===== src/oversampled_serial_frame_receiver_core_assert.svh =====
// Assertion macros shared by the frame receiver modules.
`ifndef OVERSAMPLED_SERIAL_FRAME_RECEIVER_CORE_ASSERT_SVH
`define OVERSAMPLED_SERIAL_FRAME_RECEIVER_CORE_ASSERT_SVH
`ifndef SYNTHESIS
// Check a condition on every rising clock edge outside reset.
`define OSFR_ASSERT(lbl, clk, rstn, expr, msg) \
  lbl: assert property (@(posedge clk) disable iff (!rstn) (expr)) else $error(msg);
// Check that a condition implies another one in the same cycle.
`define OSFR_ASSERT_IMP(lbl, clk, rstn, ante, cons, msg) \
  lbl: assert property (@(posedge clk) disable iff (!rstn) (ante) |-> (cons)) else $error(msg);
`else
`define OSFR_ASSERT(lbl, clk, rstn, expr, msg)
`define OSFR_ASSERT_IMP(lbl, clk, rstn, ante, cons, msg)
`endif
`endif


===== src/osfr_pkg.sv =====
// Types and constants of the oversampled serial frame receiver.
package osfr_pkg;

  localparam int DATA_BITS      = 8;
  localparam int MIN_PERIOD     = 30;
  localparam int SAMPLE_STEP_MS = 10;  // ms between two line samples
  localparam int EDGE_WINDOW    = 10;  // residues above this are far from a bit edge
  localparam int ROUND_HALF     = 10;  // remainder of x/20 above this rounds up
  localparam int DIV_TWENTY     = 20;
  localparam int RECIP_20       = 205; // 205 / 4096 ~ 1 / 20, exact for 8 bit values
  localparam int RECIP_SHIFT    = 12;
  localparam int START_SAMPLES  = 3;
  localparam int RUN_MAX        = 255;

  localparam logic [1:0] ACT_TICK     = 2'd0;
  localparam logic [1:0] ACT_SET_IDLE = 2'd1;
  localparam logic [1:0] ACT_CLR_IDLE = 2'd2;

  localparam logic [1:0] ST_NONE = 2'd0;
  localparam logic [1:0] ST_OK   = 2'd1;
  localparam logic [1:0] ST_ERR  = 2'd2;

  localparam logic REG_PERIOD_MS = 1'b0;
  localparam logic REG_SYNC_RUN  = 1'b1;

  typedef enum logic [1:0] {
    PH_WAIT_IDLE,
    PH_WAIT_START,
    PH_SAMPLE,
    PH_STOP
  } phase_e;

  typedef enum logic {
    TOP_IDLE,
    TOP_CHECK
  } top_state_e;

  typedef enum logic [2:0] {
    CK_IDLE,
    CK_SCAN,
    CK_PREP,
    CK_ADD,
    CK_RD,
    CK_BIT,
    CK_DONE
  } ck_state_e;

  typedef struct packed {
    logic [1:0] action;
    logic       line_sample;
  } in_req_t;

  typedef struct packed {
    logic [1:0] frame_status;
    logic       byte_ready;
    logic [7:0] received_byte;
  } out_rsp_t;

  typedef struct packed {
    logic       done;
    logic       ok;
    logic [7:0] data;
  } chk_res_t;

endpackage


===== src/oversampled_serial_frame_receiver_core.sv =====
// Top level of the oversampled serial frame receiver: capture control and result register.
// Sequence: the tick that closes a frame waits for the sample scan, one read a cycle over
//   frame_len = min(max(period, MIN_PERIOD) - 1, MAX_SAMPLE_DEPTH) samples, and then for
//   the bit-by-bit byte assembly, which is skipped if the scan fails.
// Throughput: one request per cycle unless the result is held or a frame is being checked.
// Reset: asynchronous, active low; no clearing pass, the capture fill count masks the store.
`include "oversampled_serial_frame_receiver_core_assert.svh"
module oversampled_serial_frame_receiver_core
  import osfr_pkg::*;
#(
  parameter int MAX_SAMPLE_DEPTH = 256
) (
  input  logic       clk_i,
  input  logic       rst_ni,
  input  logic       cfg_we_i,
  input  logic       cfg_idx_i,
  input  logic [7:0] cfg_wdata_i,
  input  logic       in_valid_i,
  output logic       in_ready_o,
  input  in_req_t    in_req_i,
  output logic       out_valid_o,
  input  logic       out_ready_i,
  output out_rsp_t   out_rsp_o
);

  localparam int AW    = $clog2(MAX_SAMPLE_DEPTH);
  localparam int CNT_W = $clog2(MAX_SAMPLE_DEPTH + 1);
  localparam int LW    = (CNT_W > 8) ? CNT_W : 8;
  localparam logic [LW-1:0] DEPTH_L = LW'(MAX_SAMPLE_DEPTH);

  // configuration
  logic [7:0]       period_q, idle_cnt_q;

  // receiver state
  top_state_e       state_q, state_d;
  phase_e           phase_q, phase_d;
  logic [CNT_W-1:0] sample_idx_q, sample_idx_d, idx_inc;
  logic [7:0]       idle_run_q, idle_run_d, busy_run_q, busy_run_d;
  logic             forced_q, forced_d;
  logic [1:0]       status_q, status_d;
  logic [7:0]       byte_q, byte_d;
  logic             out_valid_q, out_valid_d;
  out_rsp_t         out_rsp_q, out_rsp_d;

  logic [7:0]       p_eff, p_m1;
  logic [LW-1:0]    frame_len;
  logic             accept, load_out, byte_rdy, chk_start;

  logic             ram_we, ram_re, ram_rdata;
  logic [AW-1:0]    ram_waddr, ram_raddr;
  chk_res_t         chk_res;

  // short periods clamp to the minimum; long frames clamp to the store depth
  assign p_eff     = (period_q < 8'(MIN_PERIOD)) ? 8'(MIN_PERIOD) : period_q;
  assign p_m1      = p_eff - 8'd1;
  assign frame_len = (LW'(p_m1) > DEPTH_L) ? DEPTH_L : LW'(p_m1);
  assign idx_inc   = sample_idx_q + CNT_W'(1);

  // accept while the result register is free or draining this cycle
  assign in_ready_o = (state_q == TOP_IDLE) && (!out_valid_q || out_ready_i);
  assign accept     = in_valid_i && in_ready_o;

  osfr_ram #(
    .WIDTH (1),
    .DEPTH (MAX_SAMPLE_DEPTH)
  ) u_store (
    .clk_i   (clk_i),
    .we_i    (ram_we),
    .waddr_i (ram_waddr),
    .wdata_i (in_req_i.line_sample),
    .re_i    (ram_re),
    .raddr_i (ram_raddr),
    .rdata_o (ram_rdata)
  );

  osfr_check #(
    .MAX_SAMPLE_DEPTH (MAX_SAMPLE_DEPTH)
  ) u_check (
    .clk_i       (clk_i),
    .rst_ni      (rst_ni),
    .start_i     (chk_start),
    .period_i    (p_eff),
    .frame_len_i (frame_len),
    .fill_i      (sample_idx_q),
    .rd_en_o     (ram_re),
    .rd_addr_o   (ram_raddr),
    .rd_data_i   (ram_rdata),
    .res_o       (chk_res)
  );

  // configuration registers; the user must write them only between requests, the block does not enforce it
  always_ff @(posedge clk_i or negedge rst_ni) begin
    if (!rst_ni) begin
      period_q   <= 8'd100;
      idle_cnt_q <= 8'd50;
    end else if (cfg_we_i) begin
      case (cfg_idx_i)
        REG_PERIOD_MS: period_q   <= cfg_wdata_i;
        REG_SYNC_RUN:  idle_cnt_q <= cfg_wdata_i;
        default: begin
        end
      endcase
    end
  end

  always_ff @(posedge clk_i or negedge rst_ni) begin
    if (!rst_ni) begin
      state_q      <= TOP_IDLE;
      phase_q      <= PH_WAIT_IDLE;
      sample_idx_q <= '0;
      idle_run_q   <= '0;
      busy_run_q   <= '0;
      forced_q     <= 1'b1;
      status_q     <= ST_NONE;
      byte_q       <= '0;
      out_valid_q  <= 1'b0;
    end else begin
      state_q      <= state_d;
      phase_q      <= phase_d;
      sample_idx_q <= sample_idx_d;
      idle_run_q   <= idle_run_d;
      busy_run_q   <= busy_run_d;
      forced_q     <= forced_d;
      status_q     <= status_d;
      byte_q       <= byte_d;
      out_valid_q  <= out_valid_d;
    end
  end

  always_ff @(posedge clk_i) begin
    out_rsp_q <= out_rsp_d;
  end

  always_comb begin
    state_d      = state_q;
    phase_d      = phase_q;
    sample_idx_d = sample_idx_q;
    idle_run_d   = idle_run_q;
    busy_run_d   = busy_run_q;
    forced_d     = forced_q;
    status_d     = status_q;
    byte_d       = byte_q;
    load_out     = 1'b0;
    byte_rdy     = 1'b0;
    chk_start    = 1'b0;
    ram_we       = 1'b0;
    ram_waddr    = AW'(sample_idx_q);

    case (state_q)
      TOP_IDLE: begin
        if (accept) begin
          load_out = 1'b1;
          case (in_req_i.action)
            ACT_SET_IDLE, ACT_CLR_IDLE: begin
              busy_run_d = '0;
              idle_run_d = '0;
              forced_d   = (in_req_i.action == ACT_SET_IDLE);
            end
            ACT_TICK: begin
              case (phase_q)
                PH_WAIT_START: begin
                  // first high sample opens the frame at store entry zero
                  if (in_req_i.line_sample) begin
                    ram_we       = 1'b1;
                    ram_waddr    = '0;
                    sample_idx_d = CNT_W'(1);
                    phase_d      = PH_SAMPLE;
                    forced_d     = 1'b0;
                    status_d     = ST_NONE;
                  end
                end
                PH_SAMPLE: begin
                  ram_we       = (LW'(sample_idx_q) < DEPTH_L);
                  sample_idx_d = idx_inc;
                  if (LW'(idx_inc) >= frame_len) begin
                    phase_d = PH_STOP;
                  end
                end
                PH_STOP: begin
                  // hold the result until the checker reports
                  load_out  = 1'b0;
                  chk_start = 1'b1;
                  state_d   = TOP_CHECK;
                end
                default: begin
                  if (!in_req_i.line_sample) begin
                    if (idle_run_q < 8'(RUN_MAX)) begin
                      idle_run_d = idle_run_q + 8'd1;
                    end
                    if (idle_run_q >= idle_cnt_q) begin
                      sample_idx_d = '0;
                      phase_d      = PH_WAIT_START;
                      busy_run_d   = '0;
                    end
                  end else begin
                    idle_run_d = '0;
                    if (forced_q) begin
                      if (busy_run_q < 8'(RUN_MAX)) begin
                        busy_run_d = busy_run_q + 8'd1;
                      end
                      if (busy_run_q == idle_cnt_q) begin
                        status_d = ST_NONE;
                      end
                    end else begin
                      // line went busy without forced idle: start capture now
                      busy_run_d   = '0;
                      ram_we       = 1'b1;
                      ram_waddr    = '0;
                      sample_idx_d = CNT_W'(1);
                      phase_d      = PH_SAMPLE;
                      status_d     = ST_NONE;
                    end
                  end
                end
              endcase
            end
            default: begin
            end
          endcase
        end
      end
      TOP_CHECK: begin
        if (chk_res.done) begin
          status_d   = chk_res.ok ? ST_OK : ST_ERR;
          if (chk_res.ok) begin
            byte_d   = chk_res.data;
            byte_rdy = 1'b1;
          end
          idle_run_d = '0;
          phase_d    = PH_WAIT_IDLE;
          load_out   = 1'b1;
          state_d    = TOP_IDLE;
        end
      end
      default: begin
        state_d = TOP_IDLE;
      end
    endcase
  end

  // result register: load on a finished request, drop once taken
  always_comb begin
    out_rsp_d = out_rsp_q;
    if (load_out) begin
      out_rsp_d.frame_status  = status_d;
      out_rsp_d.byte_ready    = byte_rdy;
      out_rsp_d.received_byte = byte_d;
    end
    if (load_out) begin
      out_valid_d = 1'b1;
    end else if (out_ready_i) begin
      out_valid_d = 1'b0;
    end else begin
      out_valid_d = out_valid_q;
    end
  end

  assign out_valid_o = out_valid_q;
  assign out_rsp_o   = out_rsp_q;

  `OSFR_ASSERT_IMP(a_check_in_stop, clk_i, rst_ni, state_q == TOP_CHECK, phase_q == PH_STOP, "frame check outside stop phase")
  `OSFR_ASSERT_IMP(a_done_in_check, clk_i, rst_ni, chk_res.done, state_q == TOP_CHECK, "checker done without a pending check")
  `OSFR_ASSERT(a_fill_bound, clk_i, rst_ni, LW'(sample_idx_q) <= DEPTH_L, "fill count beyond store depth")
  `OSFR_ASSERT_IMP(a_no_result_in_check, clk_i, rst_ni, state_q == TOP_CHECK, !out_valid_q, "stale result during frame check")

endmodule


===== src/osfr_ram.sv =====
// Generic single-write, single-read RAM with registered read data.
module osfr_ram #(
  parameter int WIDTH = 1,
  parameter int DEPTH = 256
) (
  input  logic                     clk_i,
  input  logic                     we_i,
  input  logic [$clog2(DEPTH)-1:0] waddr_i,
  input  logic [WIDTH-1:0]         wdata_i,
  input  logic                     re_i,
  input  logic [$clog2(DEPTH)-1:0] raddr_i,
  output logic [WIDTH-1:0]         rdata_o
);

  logic [WIDTH-1:0] mem_q [DEPTH];
  logic [WIDTH-1:0] rdata_q;

  always_ff @(posedge clk_i) begin
    if (we_i) begin
      mem_q[waddr_i] <= wdata_i;
    end
    if (re_i) begin
      rdata_q <= mem_q[raddr_i];
    end
  end

  assign rdata_o = rdata_q;

endmodule


===== src/osfr_modadd.sv =====
// Shared add-and-reduce unit: (a + b) mod m for a, b below m, with wrap flag.
module osfr_modadd
  import osfr_pkg::*;
(
  input  logic [7:0] a_i,
  input  logic [7:0] b_i,
  input  logic [7:0] m_i,
  output logic [7:0] sum_o,
  output logic       wrap_o
);

  logic [8:0] raw;

  assign raw    = {1'b0, a_i} + {1'b0, b_i};
  assign wrap_o = (raw >= {1'b0, m_i});
  assign sum_o  = wrap_o ? 8'(raw - {1'b0, m_i}) : raw[7:0];

endmodule


===== src/osfr_check.sv =====
// Frame validation and byte assembly sequencer over the sample store.
`include "oversampled_serial_frame_receiver_core_assert.svh"
module osfr_check
  import osfr_pkg::*;
#(
  parameter int MAX_SAMPLE_DEPTH = 256
) (
  input  logic                                   clk_i,
  input  logic                                   rst_ni,
  input  logic                                   start_i,
  input  logic [7:0]                             period_i,
  input  logic [(($clog2(MAX_SAMPLE_DEPTH+1) > 8) ?
                 $clog2(MAX_SAMPLE_DEPTH+1) : 8)-1:0] frame_len_i,
  input  logic [$clog2(MAX_SAMPLE_DEPTH+1)-1:0]  fill_i,
  output logic                                   rd_en_o,
  output logic [$clog2(MAX_SAMPLE_DEPTH)-1:0]    rd_addr_o,
  input  logic                                   rd_data_i,
  output chk_res_t                               res_o
);

  localparam int AW    = $clog2(MAX_SAMPLE_DEPTH);
  localparam int CNT_W = $clog2(MAX_SAMPLE_DEPTH + 1);
  localparam int LW    = (CNT_W > 8) ? CNT_W : 8;

  ck_state_e      state_q, state_d;
  logic [LW-1:0]  scan_q, scan_d, d_idx_q, d_idx_d;
  logic           d_vld_q, d_vld_d, d_live_q, d_live_d;
  logic           prev_q, prev_d, err_q, err_d;
  logic [7:0]     rm_q, rm_d, rc_q, rc_d, rn_q, rn_d;
  logic [3:0]     pq_q, pq_d;
  logic [4:0]     pr_q, pr_d, xr_q, xr_d;
  logic [7:0]     xq_q, xq_d;
  logic [4:0]     m_q, m_d;
  logic [2:0]     bitn_q, bitn_d;
  logic [7:0]     byte_q, byte_d;

  logic [7:0]     mu_a, mu_b, mu_m, mu_sum;
  logic           mu_wrap;
  logic [15:0]    recip_prod;
  logic [3:0]     pq_w;
  logic [7:0]     pq_x20;
  logic [LW-1:0]  fill_ext, rd_idx, round_ext;
  logic [7:0]     round_idx;
  logic           s_cur, issue, fail;

  osfr_modadd u_modadd (
    .a_i    (mu_a),
    .b_i    (mu_b),
    .m_i    (mu_m),
    .sum_o  (mu_sum),
    .wrap_o (mu_wrap)
  );

  // period / 20 by reciprocal multiply, remainder by shift-add back-multiply
  assign recip_prod = {8'd0, period_i} * 16'(RECIP_20);
  assign pq_w       = recip_prod[RECIP_SHIFT+3:RECIP_SHIFT];
  assign pq_x20     = {pq_w, 4'd0} + {2'd0, pq_w, 2'd0};

  assign fill_ext  = LW'(fill_i);
  assign s_cur     = d_live_q & rd_data_i;
  assign round_idx = 8'(xq_q + {7'd0, (xr_q > 5'(ROUND_HALF))} - 8'd1);
  assign round_ext = LW'(round_idx);
  assign issue     = (scan_q < frame_len_i);

  // error rules on the sample in the data stage
  always_comb begin
    fail = 1'b0;
    if ((d_idx_q < LW'(START_SAMPLES)) && !s_cur) begin
      fail = 1'b1;
    end
    if (((d_idx_q == frame_len_i - LW'(1)) || (d_idx_q == frame_len_i - LW'(2))) && s_cur) begin
      fail = 1'b1;
    end
    if ((d_idx_q != '0) && (s_cur != prev_q) && (rm_q > 8'(EDGE_WINDOW)) &&
        (rc_q > 8'(EDGE_WINDOW)) && (rn_q > 8'(EDGE_WINDOW))) begin
      fail = 1'b1;
    end
  end

  always_ff @(posedge clk_i or negedge rst_ni) begin
    if (!rst_ni) begin
      state_q <= CK_IDLE;
      d_vld_q <= 1'b0;
    end else begin
      state_q <= state_d;
      d_vld_q <= d_vld_d;
    end
  end

  always_ff @(posedge clk_i) begin
    scan_q   <= scan_d;
    d_idx_q  <= d_idx_d;
    d_live_q <= d_live_d;
    prev_q   <= prev_d;
    err_q    <= err_d;
    rm_q     <= rm_d;
    rc_q     <= rc_d;
    rn_q     <= rn_d;
    pq_q     <= pq_d;
    pr_q     <= pr_d;
    xq_q     <= xq_d;
    xr_q     <= xr_d;
    m_q      <= m_d;
    bitn_q   <= bitn_d;
    byte_q   <= byte_d;
  end

  always_comb begin
    state_d  = state_q;
    scan_d   = scan_q;
    d_idx_d  = d_idx_q;
    d_vld_d  = 1'b0;
    d_live_d = d_live_q;
    prev_d   = prev_q;
    err_d    = err_q;
    rm_d     = rm_q;
    rc_d     = rc_q;
    rn_d     = rn_q;
    pq_d     = pq_q;
    pr_d     = pr_q;
    xq_d     = xq_q;
    xr_d     = xr_q;
    m_d      = m_q;
    bitn_d   = bitn_q;
    byte_d   = byte_q;
    rd_en_o  = 1'b0;
    rd_idx   = scan_q;
    mu_a     = rn_q;
    mu_b     = 8'(SAMPLE_STEP_MS);
    mu_m     = period_i;
    res_o    = '{done: 1'b0, ok: ~err_q, data: byte_q};

    case (state_q)
      CK_IDLE: begin
        if (start_i) begin
          scan_d  = '0;
          prev_d  = 1'b0;
          err_d   = 1'b0;
          rm_d    = '0;
          rc_d    = '0;
          rn_d    = 8'(SAMPLE_STEP_MS);
          state_d = CK_SCAN;
        end
      end
      CK_SCAN: begin
        // issue one read a cycle, judge it in the cycle after
        if (issue) begin
          rd_en_o  = (scan_q < fill_ext);
          d_vld_d  = 1'b1;
          d_idx_d  = scan_q;
          d_live_d = (scan_q < fill_ext);
          scan_d   = scan_q + LW'(1);
        end
        if (d_vld_q) begin
          err_d  = err_q | fail;
          prev_d = s_cur;
          rm_d   = rc_q;
          rc_d   = rn_q;
          rn_d   = mu_sum;
        end
        if (!issue && !d_vld_q) begin
          state_d = CK_PREP;
        end
      end
      CK_PREP: begin
        pq_d   = pq_w;
        pr_d   = 5'(period_i - pq_x20);
        xq_d   = '0;
        xr_d   = '0;
        m_d    = '0;
        bitn_d = '0;
        state_d = err_q ? CK_DONE : CK_ADD;
      end
      CK_ADD: begin
        // advance x = m * period, kept as quotient and remainder of /20
        mu_a = 8'(xr_q);
        mu_b = 8'(pr_q);
        mu_m = 8'(DIV_TWENTY);
        xr_d = mu_sum[4:0];
        xq_d = 8'(xq_q + 8'(pq_q) + 8'(mu_wrap));
        m_d  = m_q + 5'd1;
        if (!m_q[0] && (m_q >= 5'd2)) begin
          state_d = CK_RD;
        end
      end
      CK_RD: begin
        rd_idx   = round_ext;
        rd_en_o  = (round_ext < fill_ext);
        d_live_d = (round_ext < fill_ext);
        state_d  = CK_BIT;
      end
      CK_BIT: begin
        byte_d = {~s_cur, byte_q[7:1]};
        bitn_d = bitn_q + 3'd1;
        state_d = (bitn_q == 3'(DATA_BITS - 1)) ? CK_DONE : CK_ADD;
      end
      CK_DONE: begin
        res_o.done = 1'b1;
        state_d    = CK_IDLE;
      end
      default: begin
        state_d = CK_IDLE;
      end
    endcase
  end

  assign rd_addr_o = AW'(rd_idx);

  `OSFR_ASSERT_IMP(a_edge_residue_reduced, clk_i, rst_ni, state_q == CK_SCAN, rn_q < period_i, "edge residue not reduced")
  `OSFR_ASSERT_IMP(a_round_rem_reduced, clk_i, rst_ni, (state_q == CK_ADD) || (state_q == CK_RD) || (state_q == CK_BIT), xr_q < 5'(DIV_TWENTY), "rounding remainder not reduced")
  `OSFR_ASSERT_IMP(a_start_when_idle, clk_i, rst_ni, start_i, state_q == CK_IDLE, "check started while busy")
  `OSFR_ASSERT_IMP(a_all_bits_built, clk_i, rst_ni, (state_q == CK_DONE) && !err_q, bitn_q == 3'd0, "byte finished with missing bits")

endmodule

===== config.mk =====
export PLATFORM = sky130hd
export DESIGN_NAME = oversampled_serial_frame_receiver_core
export DESIGN_NICKNAME = d
export VERILOG_FILES = /design/src/osfr_pkg.sv /design/src/oversampled_serial_frame_receiver_core.sv /design/src/osfr_ram.sv /design/src/osfr_modadd.sv /design/src/osfr_check.sv
export VERILOG_INCLUDE_DIRS = /design/src /design/src/src
export SDC_FILE = /design/constraint.sdc
export NUM_CORES = 1
export LEC_CHECK = 0
export BUFFER_PORTS_ARGS = -buffer_cell sky130_fd_sc_hd__buf_2
export CAP_MARGIN = 10
export CORE_MARGIN = 1.5
export CORE_UTILIZATION = 58
export CTS_CLUSTER_SIZE = 28
export DETAILED_ROUTE_END_ITERATION = 12
export GPL_TIMING_DRIVEN = 0
export PLACE_DENSITY = 0.77
export SLEW_MARGIN = 20
export SYNTH_ARGS = -nofsm -noshare
export SYNTH_HDL_FRONTEND = slang
export SYNTH_HIERARCHICAL = 1
export SYNTH_SLANG_ARGS = --single-unit

===== constraint.sdc =====
create_clock -name clk_i -period 5.7 [get_ports clk_i]
set_input_delay 0 -clock clk_i [delete_from_list [all_inputs] [get_ports clk_i]]
set_output_delay 0 -clock clk_i [all_outputs]
set_load 0.02 [all_outputs]

[Yosys cells after proc, flatten, opt, wreduce, memory -nomap -nowiden]
Memories as Yosys holds them, arrays and structs flattened. A register that Yosys moved wholly into a read port is not among the register bits.
Cells that the tools add are included.
Word-level totals
  flip-flop bits (word level): 154
  bits in latches: 0
  bits in writable memories: 256
  ROM bits: 0
  input port bits: 17
  output and inout bits: 13
  logic and storage cells: 272
  memories: 1
Operators by class
  add/sub/neg operators: 17
  multiply operators: 1
  div/mod/pow operators: 0
  order comparisons: 17
  equality and inequality tests: 39
  shift operators: 0
  muxes and demuxes: 117
  bitwise logic cells: 6
  reduce and logical (&&, ||, !) cells: 43
Memory list
  u_store.mem_q: words 256, bits a word 1, rd ports 1, clocked after memory_dff 1, write ports 1, RTL line osfr_ram.sv:15  | logic [WIDTH-1:0] mem_q [DEPTH];
Operators with widths (count)
  $mux W8: 29
  $pmux W8 S2: 8
  $mux W9: 7
  $mux W1: 33
  $mux W2: 16
  $pmux W9 S3: 1
  $gt A8 B4 Y1 const B: 3
  $pmux W5 S2: 2
  $add A9 B1 Y9 const B: 2
  $eq A9 B9 Y1: 2
  $lt A9 B9 Y1: 2
  $pmux W3 S6: 1
  $pmux W9 S2: 1
  $add A8 B1 Y8: 2
  $add A8 B1 Y8 const B: 2
  $lt A8 B8 Y1 const B: 2
  $mul A8 B8 Y16 const B: 1
  $sub A8 B1 Y8 const B: 2
  $mux W3: 5
  $ne A2 B2 Y1 const B: 7
  $pmux W1 S2: 7
  $eq A3 B3 Y1 const B: 4
  $ne A2 B1 Y1 const B: 6
  $ne A3 B3 Y1 const B: 4
  53 further kinds: 91

[Logic depth before layout (Yosys ltp)]
Gate-level depths: netlist of run 1.
  depth in word-level cells: 14
  depth in mapped cells: 28
  gate-level depth less buffers: 25

[Modules after synthesis]
Netlist of run 1, hierarchy kept.
By module, submodules not included
  osfr_ram: instances 1, cells an instance 788, area each 11138.2 um^2
  osfr_check: instances 1, cells an instance 602, area each 6338.6 um^2
  oversampled_serial_frame_receiver_core: instances 1, cells an instance 382, area each 3888.7 um^2
  osfr_modadd: instances 1, cells an instance 94, area each 783.3 um^2

[Least setup slack after synthesis of run 1]
No wires, ideal clock.
  kind: register -> register
  start point: register period_q[5]
  end point: register u_check.pr_q[4], data pin
  setup time: 262 ps
  arrival: 5135 ps
  required time: 5438 ps
  path slack: 303 ps
  cell stages (with the launch flop): 24
  buffers on the path: 0
  clock period less this slack: 5397 ps
  path through: dfstp_2 nor3_1 nand2_1 nand2_1 inv_1 inv_1 ha_1 inv_1 ha_1 inv_1 fa_1 fa_1 inv_1 ha_1 and4_1 a41oi_2 and4_2 or4b_4 ha_1 ha_1 xnor2_1 xnor2_1 xnor2_2 xnor2_1
On the way
  cells in the longest elaborated chain, start to end: 5
RTL lines
  from (decl): RTL line oversampled_serial_frame_receiver_core.sv:32  | logic [7:0] period_q, idle_cnt_q;
  from (signal assigned): RTL line oversampled_serial_frame_receiver_core.sv:98  | REG_PERIOD_MS: period_q <= cfg_wdata_i;
  $lt A8 B5 Y1: RTL line oversampled_serial_frame_receiver_core.sv:54  | assign p_eff = (period_q < 8'(MIN_PERIOD)) ? 8'(MIN_PERIOD) : period_q;
  $mux W8: RTL line oversampled_serial_frame_receiver_core.sv:54
  via p_eff[0]: RTL line oversampled_serial_frame_receiver_core.sv:45  | logic [7:0] p_eff, p_m1;
  $mul A8 B8 Y16: RTL line osfr_check.sv:55  | assign recip_prod = {8'd0, period_i} * 16'(RECIP_20);
  via u_check.recip_prod[12]: RTL line osfr_check.sv:39  | logic [15:0] recip_prod;
  $add A5 B5 Y5: RTL line osfr_check.sv:57  | assign pq_x20 = {pq_w, 4'd0} + {2'd0, pq_w, 2'd0};
  $sub A5 B5 Y5: RTL line osfr_check.sv:167  | pr_d = 5'(period_i - pq_x20);
  to (signal assigned): RTL line osfr_check.sv:100  | pr_q <= pr_d;
  to (decl): RTL line osfr_check.sv:31  | logic [4:0] pr_q, pr_d, xr_q, xr_d;
The timed path passes the listed nets, and every way through them passes these cells.
A chain may end at the register's enable or synchronous reset.

[Worst setup path in the final report of run 1]
  start point: register period_q[7]
  end point: register u_check.pr_q[4], data pin
The elaborated chain is that of the path after synthesis.

==> results of run 1 <==
registers in the layout, summed over array words and instances, names as in the netlist, 4 cells and up:
register / flops
u_check/scan_q: 9
u_check/xq_q: 8
u_check/rc_q: 8
u_store/mem_q: 256
u_check/m_q: 5
u_check/rm_q: 8
u_check/d_idx_q: 9
u_check/byte_q: 8
u_check/pr_q: 5
u_check/pq_q: 4
u_check/rn_q: 8
sample_idx_q: 9
idle_cnt_q: 8
busy_run_q: 8
period_q: 8
byte_q: 8
u_check/xr_q: 5
out_rsp_o: 11
idle_run_q: 8
cell usage after synthesis (16+ instances only):
master    number  area share [%]
a21oi_1       39            0.88
and2_1        18            0.51
and3_1        52             1.5
clkbuf_1      62             1.1
dfrtp_1       53             6.0
edfxtp_1     351              48
ha_1         128             7.2
inv_1        111             1.9
mux2_2        34             1.7
mux2i_1       56             2.5
mux4_2        42             4.3
nand2_1       85             1.4
nand2b_1      16            0.45
nand3_1       35            0.79
nand4_1       17            0.48
nor2_1       336             5.7
nor2b_1       20            0.56
o21ai_0       51             1.2
o22ai_1       27            0.76
xnor2_1       42             1.7
xor2_1        38             1.5
layer usage:
layer / track usage, % / part of all wire, %
met1: 39.6 / 41
met4: 8.70 / 3.1
met5: 0 / 0
met3: 5.66 / 10
met2: 41.8 / 45
timing repair:
action,CTS,global route
setup buffers,3,12
hold buffers,18,0
cloned,0,0
resized for setup,11,22
pin swaps,3,9
endpoints found under the hold margin,80,0
endpoints found under the setup margin,6,8
area by class of cell:
cell class	count	share of cell area [%]
flip-flops and latches	411	48.5
multi-input cells	1259	37.8
clock buffers	57	4.71
well taps	511	2.58
repair buffers	65	2.12
inverters	112	1.72
plain buffers	84	1.63
clock inverters	23	0.912
how the worst max path moves through the flow:
stage               slack [ns]  depth (start not counted)               to   startpoint
floorplan                 0.30                         23  u_check/pr_q[4]  period_q[5]
global placement         -0.35                         25  u_check/pr_q[4]  period_q[5]
detailed placement       -0.45                         25  u_check/pr_q[4]  period_q[5]
CTS                     -0.001                         25  u_check/pr_q[4]  period_q[2]
global route             -0.02                         25  u_check/pr_q[4]  period_q[7]
finish                    0.18                         21  u_check/pr_q[4]  period_q[7]
per-stage QoR:
stage	power, mW	utilization (%)	setup slack (ns)	setup TNS (ns)	area (um^2)
after floorplan	8.39	-	0.303	0	22200
after CTS	12.7	65.5	-0.00134	-0.00134	24700
after detailed placement	9.88	61.2	-0.452	-1.05	23000
final	12.8	65.9	0.182	0	24800
after global routing	13.6	65.9	-0.0215	-0.0215	24800
after global placement	9.64	60.9	-0.346	-14.49	22900
power groups by stage:
stage                     Clock, mW  Sequential (mW)  Combinational (mW)
after global routing           2.91             4.07                6.66
after global placement            0             4.07                5.58
after detailed placement          0             4.07                5.80
after CTS                      2.79             4.01                5.92
final                          2.76             4.03                6.05
after floorplan                   0             4.00                4.39
critical path: cells and delay by family, from the launching register on:
kind,cells,cell delay (ns)
fa+ha+maj,7,2.21
simple gates,3,0.99
xor+xnor,5,0.74
flops,1,0.44
compound gates,2,0.39
buf+inv,3,0.27
mux,1,0.18
kinds of logic after synthesis:
group / after synthesis / share of synthesized area, %
other: 2 / 0.0339
buffers and inverters: 199 / 3.76
multiplexers: 138 / 8.92
adder cells (fa/ha/maj): 141 / 8.41
AO/OA/AOI/OAI: 253 / 7.89
AND/OR/NAND/NOR: 641 / 13.4
flip-flops: 411 / 54.4
XOR/XNOR: 81 / 3.24
cells in the final DEF (no fill, tap or decap), types with 12 or more instances in the layout:
cell type and count:
a21o_1 15, nand2b_1 15, mux4_2 42, buf_4 23, clkbuf_1 67, xnor2_1 41
nor4_1 13, and3_1 52, mux2i_1 56, nor2_1 334, nor3_1 12, nand3_1 35
clkbuf_16 43, xor2_1 38, dlygate4sd3_1 18, o21ai_1 12, nor2b_1 20, mux2_2 34
and2_1 18, o21ai_0 51, o22ai_1 27, a31oi_1 14, dfrtp_1 50, a21oi_1 38
edfxtp_1 351, inv_1 105, buf_2 37, nand4_1 17, ha_1 126, nand2_1 82
fa_1 13
==> reports/results.txt, run 1 <==
WHS - 0.0133 ns
GP Congestion - 0.902
drt pass-1 iters - 5
drt wl/cell - 20.9 um
Post-synth ARST share - 14.6%
Die Wd - 198 um
Clk pwr share - 21.5%
Register Area - 12100 um^2
Post-Syn Instances - 1866
CP Cell Sequence - nor3_4, nor2_1, inv_2, ha_1, xor2_1, ha_1, fa_1, inv_1, fa_1, inv_1, ha_1, a21o_1, a21oi_4, mux2_2, or4b_4, ha_1, ha_1, xnor2_1, xnor2_1, xnor2_2, xnor2_1
vias in the first global route - 15000
H-Tree Level Count - 2
CP max FO - 6
DP HPWL - 36200 um
Filler cells - 2776
Worst-Margin Slew - 0.987 ns
Hold EP - u_store/mem_q[189]
crit path DAT - 5.80 ns
number of max-cap violations - 0
nets - 2134
yosys warns - 6
fin crit period - 5.52 ns
Critical R2R Launch - period_q[7]
hold_sp - in_req_i[0]
Min-Delay Path Class - input pin to register
TritonCTS Buffers - 43
Longest Clk Path Bufs - 3
WS Path Type - register to register
final hold vios - 0
switching power - 4.91 mW
antenna diode count - 0
worst rel slew slack - 34.2%
Placed Cells - 2412
TritonCTS clock tree - yes
DRC viols - 0
Critical Path Max Stage Delay - 0.53 ns
P_int - 7.93 mW
skew final - 0.0232 ns
r2r endpoint - u_check/pr_q[4]
#FFs+latches synth - 411
Site Rows - 71
post-synthesis cell type count - 94
total routed wirelength - 52700 um
Tcrit/Tclk final - 96.8%
Root Driver - clkbuf_16
later-pin clock latency in the skew report - 0.56 ns
Peak Freq - 0.181 GHz
Finish-stage setup viols - 0
ys flop type - edfxtp_1
area of the multi-input gates - 9380 um^2
Comb pwr share - 47.1%
R2R Setup Slk - 0.18 ns
Die Area - 39400 um^2
synthesized area per cell - 11.9 um^2
leakage power - 9.23 nW
clock sink total - 411
critical path's slowest cell - fa_1
core box area - 37700 um^2
total global-route track usage - 27.4%
Peak VDD IR - 346 uV
register area share after synthesis - 54.4%
initial antenna violation count - 0
Crit path top cell by count - ha_1
CP required - 5.98 ns
layout cells sized above 1 - 13.3%
PD cells - 517 nW/um^2
outcome - completed
Layout Cells excl Fill - 2522
grt ovf - 0
register share of total power - 31.4%
number of flops mapped to enable cells by yosys - 351
Vias per Instance - 6.16
Clock transition at path regs - 0.06 ns
IO Count - 30
Die Y - 198 um
post-route ant nets - 0
hold-critical path depth - 1
switch share - 38.2%
Register-to-Register Path Depth - 21
area grow syn2layout - 12.1%
Via Count - 15500
Final Max Tran Viols - 0
first-pass GRT wire length - 82400 um
Port-buffer cells - 29
Post-Syn Area - 22100 um^2
startpoint types - register
Crit. End Element - register
Initial Util - 58.8%
iteration-0 DRC count of the detailed router - 1649
largest net degree at the start of global routing - 152
(Power assumes the default switching activity.)
==> inputs of run 2 (changes only) <==
--- a/config.mk
+++ b/config.mk
@@ -13,7 +13,7 @@
 export CTS_CLUSTER_SIZE = 28
 export DETAILED_ROUTE_END_ITERATION = 12
 export GPL_TIMING_DRIVEN = 0
-export PLACE_DENSITY = 0.77
+export PLACE_DENSITY = 0.81
 export SLEW_MARGIN = 20
 export SYNTH_ARGS = -nofsm -noshare
 export SYNTH_HDL_FRONTEND = slang
==> reports/results.txt, run 2 (synthesis results as in run 1) <==
outcome - completed
Setup WS pre-CTS - -0.566 ns
global route hottest layer - met2
CP required - 6.03 ns
core box area - 37700 um^2
commonest non-fill, non-tap cells in the layout - 351 x edfxtp_1, 334 x nor2_1, 127 x ha_1, 106 x inv_1, 82 x nand2_1
Worst-Margin Slew - 1.00 ns
register share of total power - 31.3%
Die Wd - 198 um
Min-Delay Path Class - input pin to async pin
grt met1 use - 35.1%
Clock transition at path regs - 0.06 ns
drt wl/cell - 21.5 um
GP Congestion - 0.880
Filler cells - 2699
later-pin clock latency in the skew report - 0.59 ns
Comb pwr share - 47.5%
final hold vios - 0
total global-route track usage - 28.1%
switching power - 5.01 mW
grt ovf - 0
H-Tree Level Count - 2
Clk pwr share - 21.2%
startpoint types - register
vias in the first global route - 15500
met3 GRT Util - 4.61%
Final Max Tran Viols - 0
Most flops, register - u_store/mem_q
nets - 2130
Peak VDD IR - 406 uV
largest net degree at the start of global routing - 146
DRC viols - 0
WS Path Type - register to register
layout cells sized above 1 - 13.0%
fin util - 65.6%
Port-buffer cells - 29
TritonCTS Buffers - 43
first-pass GRT wire length - 83900 um
GR Util met2 - 47.6%
area grow syn2layout - 11.6%
switch share - 38.9%
Longest Clk Path Bufs - 3
PD cells - 522 nW/um^2
IO Count - 30
Crit. End Element - register
iteration-0 DRC count of the detailed router - 1646
initial antenna violation count - 2
CP max FO - 6
Initial Util - 58.8%
Peak Freq - 0.183 GHz
total routed wirelength - 54100 um
Tcrit/Tclk final - 95.7%
Die Area - 39400 um^2
P_int - 7.89 mW
Vias per Instance - 6.19
Root Driver - clkbuf_16
clock sink total - 411
drt pass-1 iters - 5
most common cell after layout, fill and taps aside - edfxtp_1
Finish-stage setup viols - 0
Die Y - 198 um
Via Count - 15600
TritonCTS clock tree - yes
skew final - 0.0286 ns
worst rel slew slack - 33.3%
crit path DAT - 5.78 ns
max FFs per register - 256
post-route ant nets - 0
final worst setup slack - 0.246 ns
Site Rows - 71
number of max-cap violations - 0
leakage power - 9.19 nW
fin crit period - 5.45 ns
DP HPWL - 36200 um
==> run 2: area by class of cell <==
| class | count | area, um^2 | share of cell area, % |
|---|---|---|---|
| clock inverters | 25 | 219 | 0.886 |
| multi-input cells | 1259 | 9370 | 37.9 |
| inverters | 112 | 423 | 1.71 |
| flip-flops and latches | 411 | 12100 | 48.7 |
| clock buffers | 55 | 1150 | 4.66 |
| diodes | 1 | 2.50 | 0.0101 |
| repair buffers | 61 | 460 | 1.86 |
| well taps | 511 | 639 | 2.59 |
| plain buffers | 84 | 404 | 1.63 |
==> run 2: power by group through the flow <==
stage / clock network (mW) / registers (mW) / logic, mW
final: 2.74 / 4.03 / 6.13
after floorplan: 0 / 4.00 / 4.39
after global placement: 0 / 4.07 / 5.57
after CTS: 2.76 / 4.01 / 5.94
after detailed placement: 0 / 4.08 / 5.81
after global routing: 2.87 / 4.06 / 6.68
==> run 2: metal layers <==
| metal | part of all wire (%) | vias to the layer above | routed length [um] |
|---|---|---|---|
| li1 | - | 6995 | - |
| met1 | 38 | 7690 | 20500 |
| met2 | 49 | 721 | 26400 |
| met3 | 8.3 | 180 | 4470 |
| met4 | 5.1 | 2 | 2750 |
| met5 | 0.015 | - | 8 |
==> run 2: worst max-delay path, stage by stage (launching register included) <==
cell     delay (ns)
dfrtp_2        0.43
nor3_4         0.31
nand2_2        0.11
nand2_4        0.11
inv_4          0.06
inv_1          0.12
ha_4           0.23
inv_2          0.06
ha_1           0.23
inv_1          0.07
fa_1           0.44
fa_1           0.54
inv_1          0.04
ha_1           0.28
and4_1         0.18
a41oi_2        0.17
and4_2         0.23
or4b_4         0.58
ha_1           0.21
ha_1           0.21
xnor2_2        0.16
xnor2_2        0.16
xnor2_2        0.14
xnor2_1        0.12
==> run 2: final timing paths <==
| path | start | to | slack, ns | cells after the start |
|---|---|---|---|---|
| setup / recovery | period_q[7] | u_check/pr_q[4] | 0.25 | 23 |
| hold / removal | rst_ni | busy_run_q[6] | 0.05 | 2 |
| setup reg to reg | period_q[7] | u_check/pr_q[4] | 0.25 | 23 |
| hold reg to reg | u_check/byte_q[2] | u_check/byte_q[1] | 0.43 | 0 |
| max in group asynchronous | rst_ni | period_q[7] | 5.07 | 2 |
| min in group clk_i | cfg_we_i | idle_cnt_q[0] | 0.06 | 3 |
==> run 2: stage by stage <==
| step | hold slack (ns) | setup TNS [ns] | power, mW | cell area (um^2) | instances |
|---|---|---|---|---|---|
| final | 0.0541 | 0 | 12.9 | 24700 | 2519 |
| after global routing | 0.0761 | -0.0209 | 13.6 | 24700 | 2518 |
| after CTS | 0.0380 | 0 | 12.7 | 24600 | 2509 |
| after detailed placement | 0.138 | -1.78 | 9.89 | 23000 | 2410 |
| after global placement | 0.265 | -7.55 | 9.64 | 22900 | 2409 |
| after floorplan | -0.296 | 0 | 8.39 | 22200 | 1869 |
==> run 2: timing repair <==
item                                    CTS  global route
setup buffers                             3            11
pin swaps                                 2             5
endpoints found under the setup margin    8             6
hold buffers                             17             0
gates resized for setup                   8            17
endpoints found under the hold margin   224             0
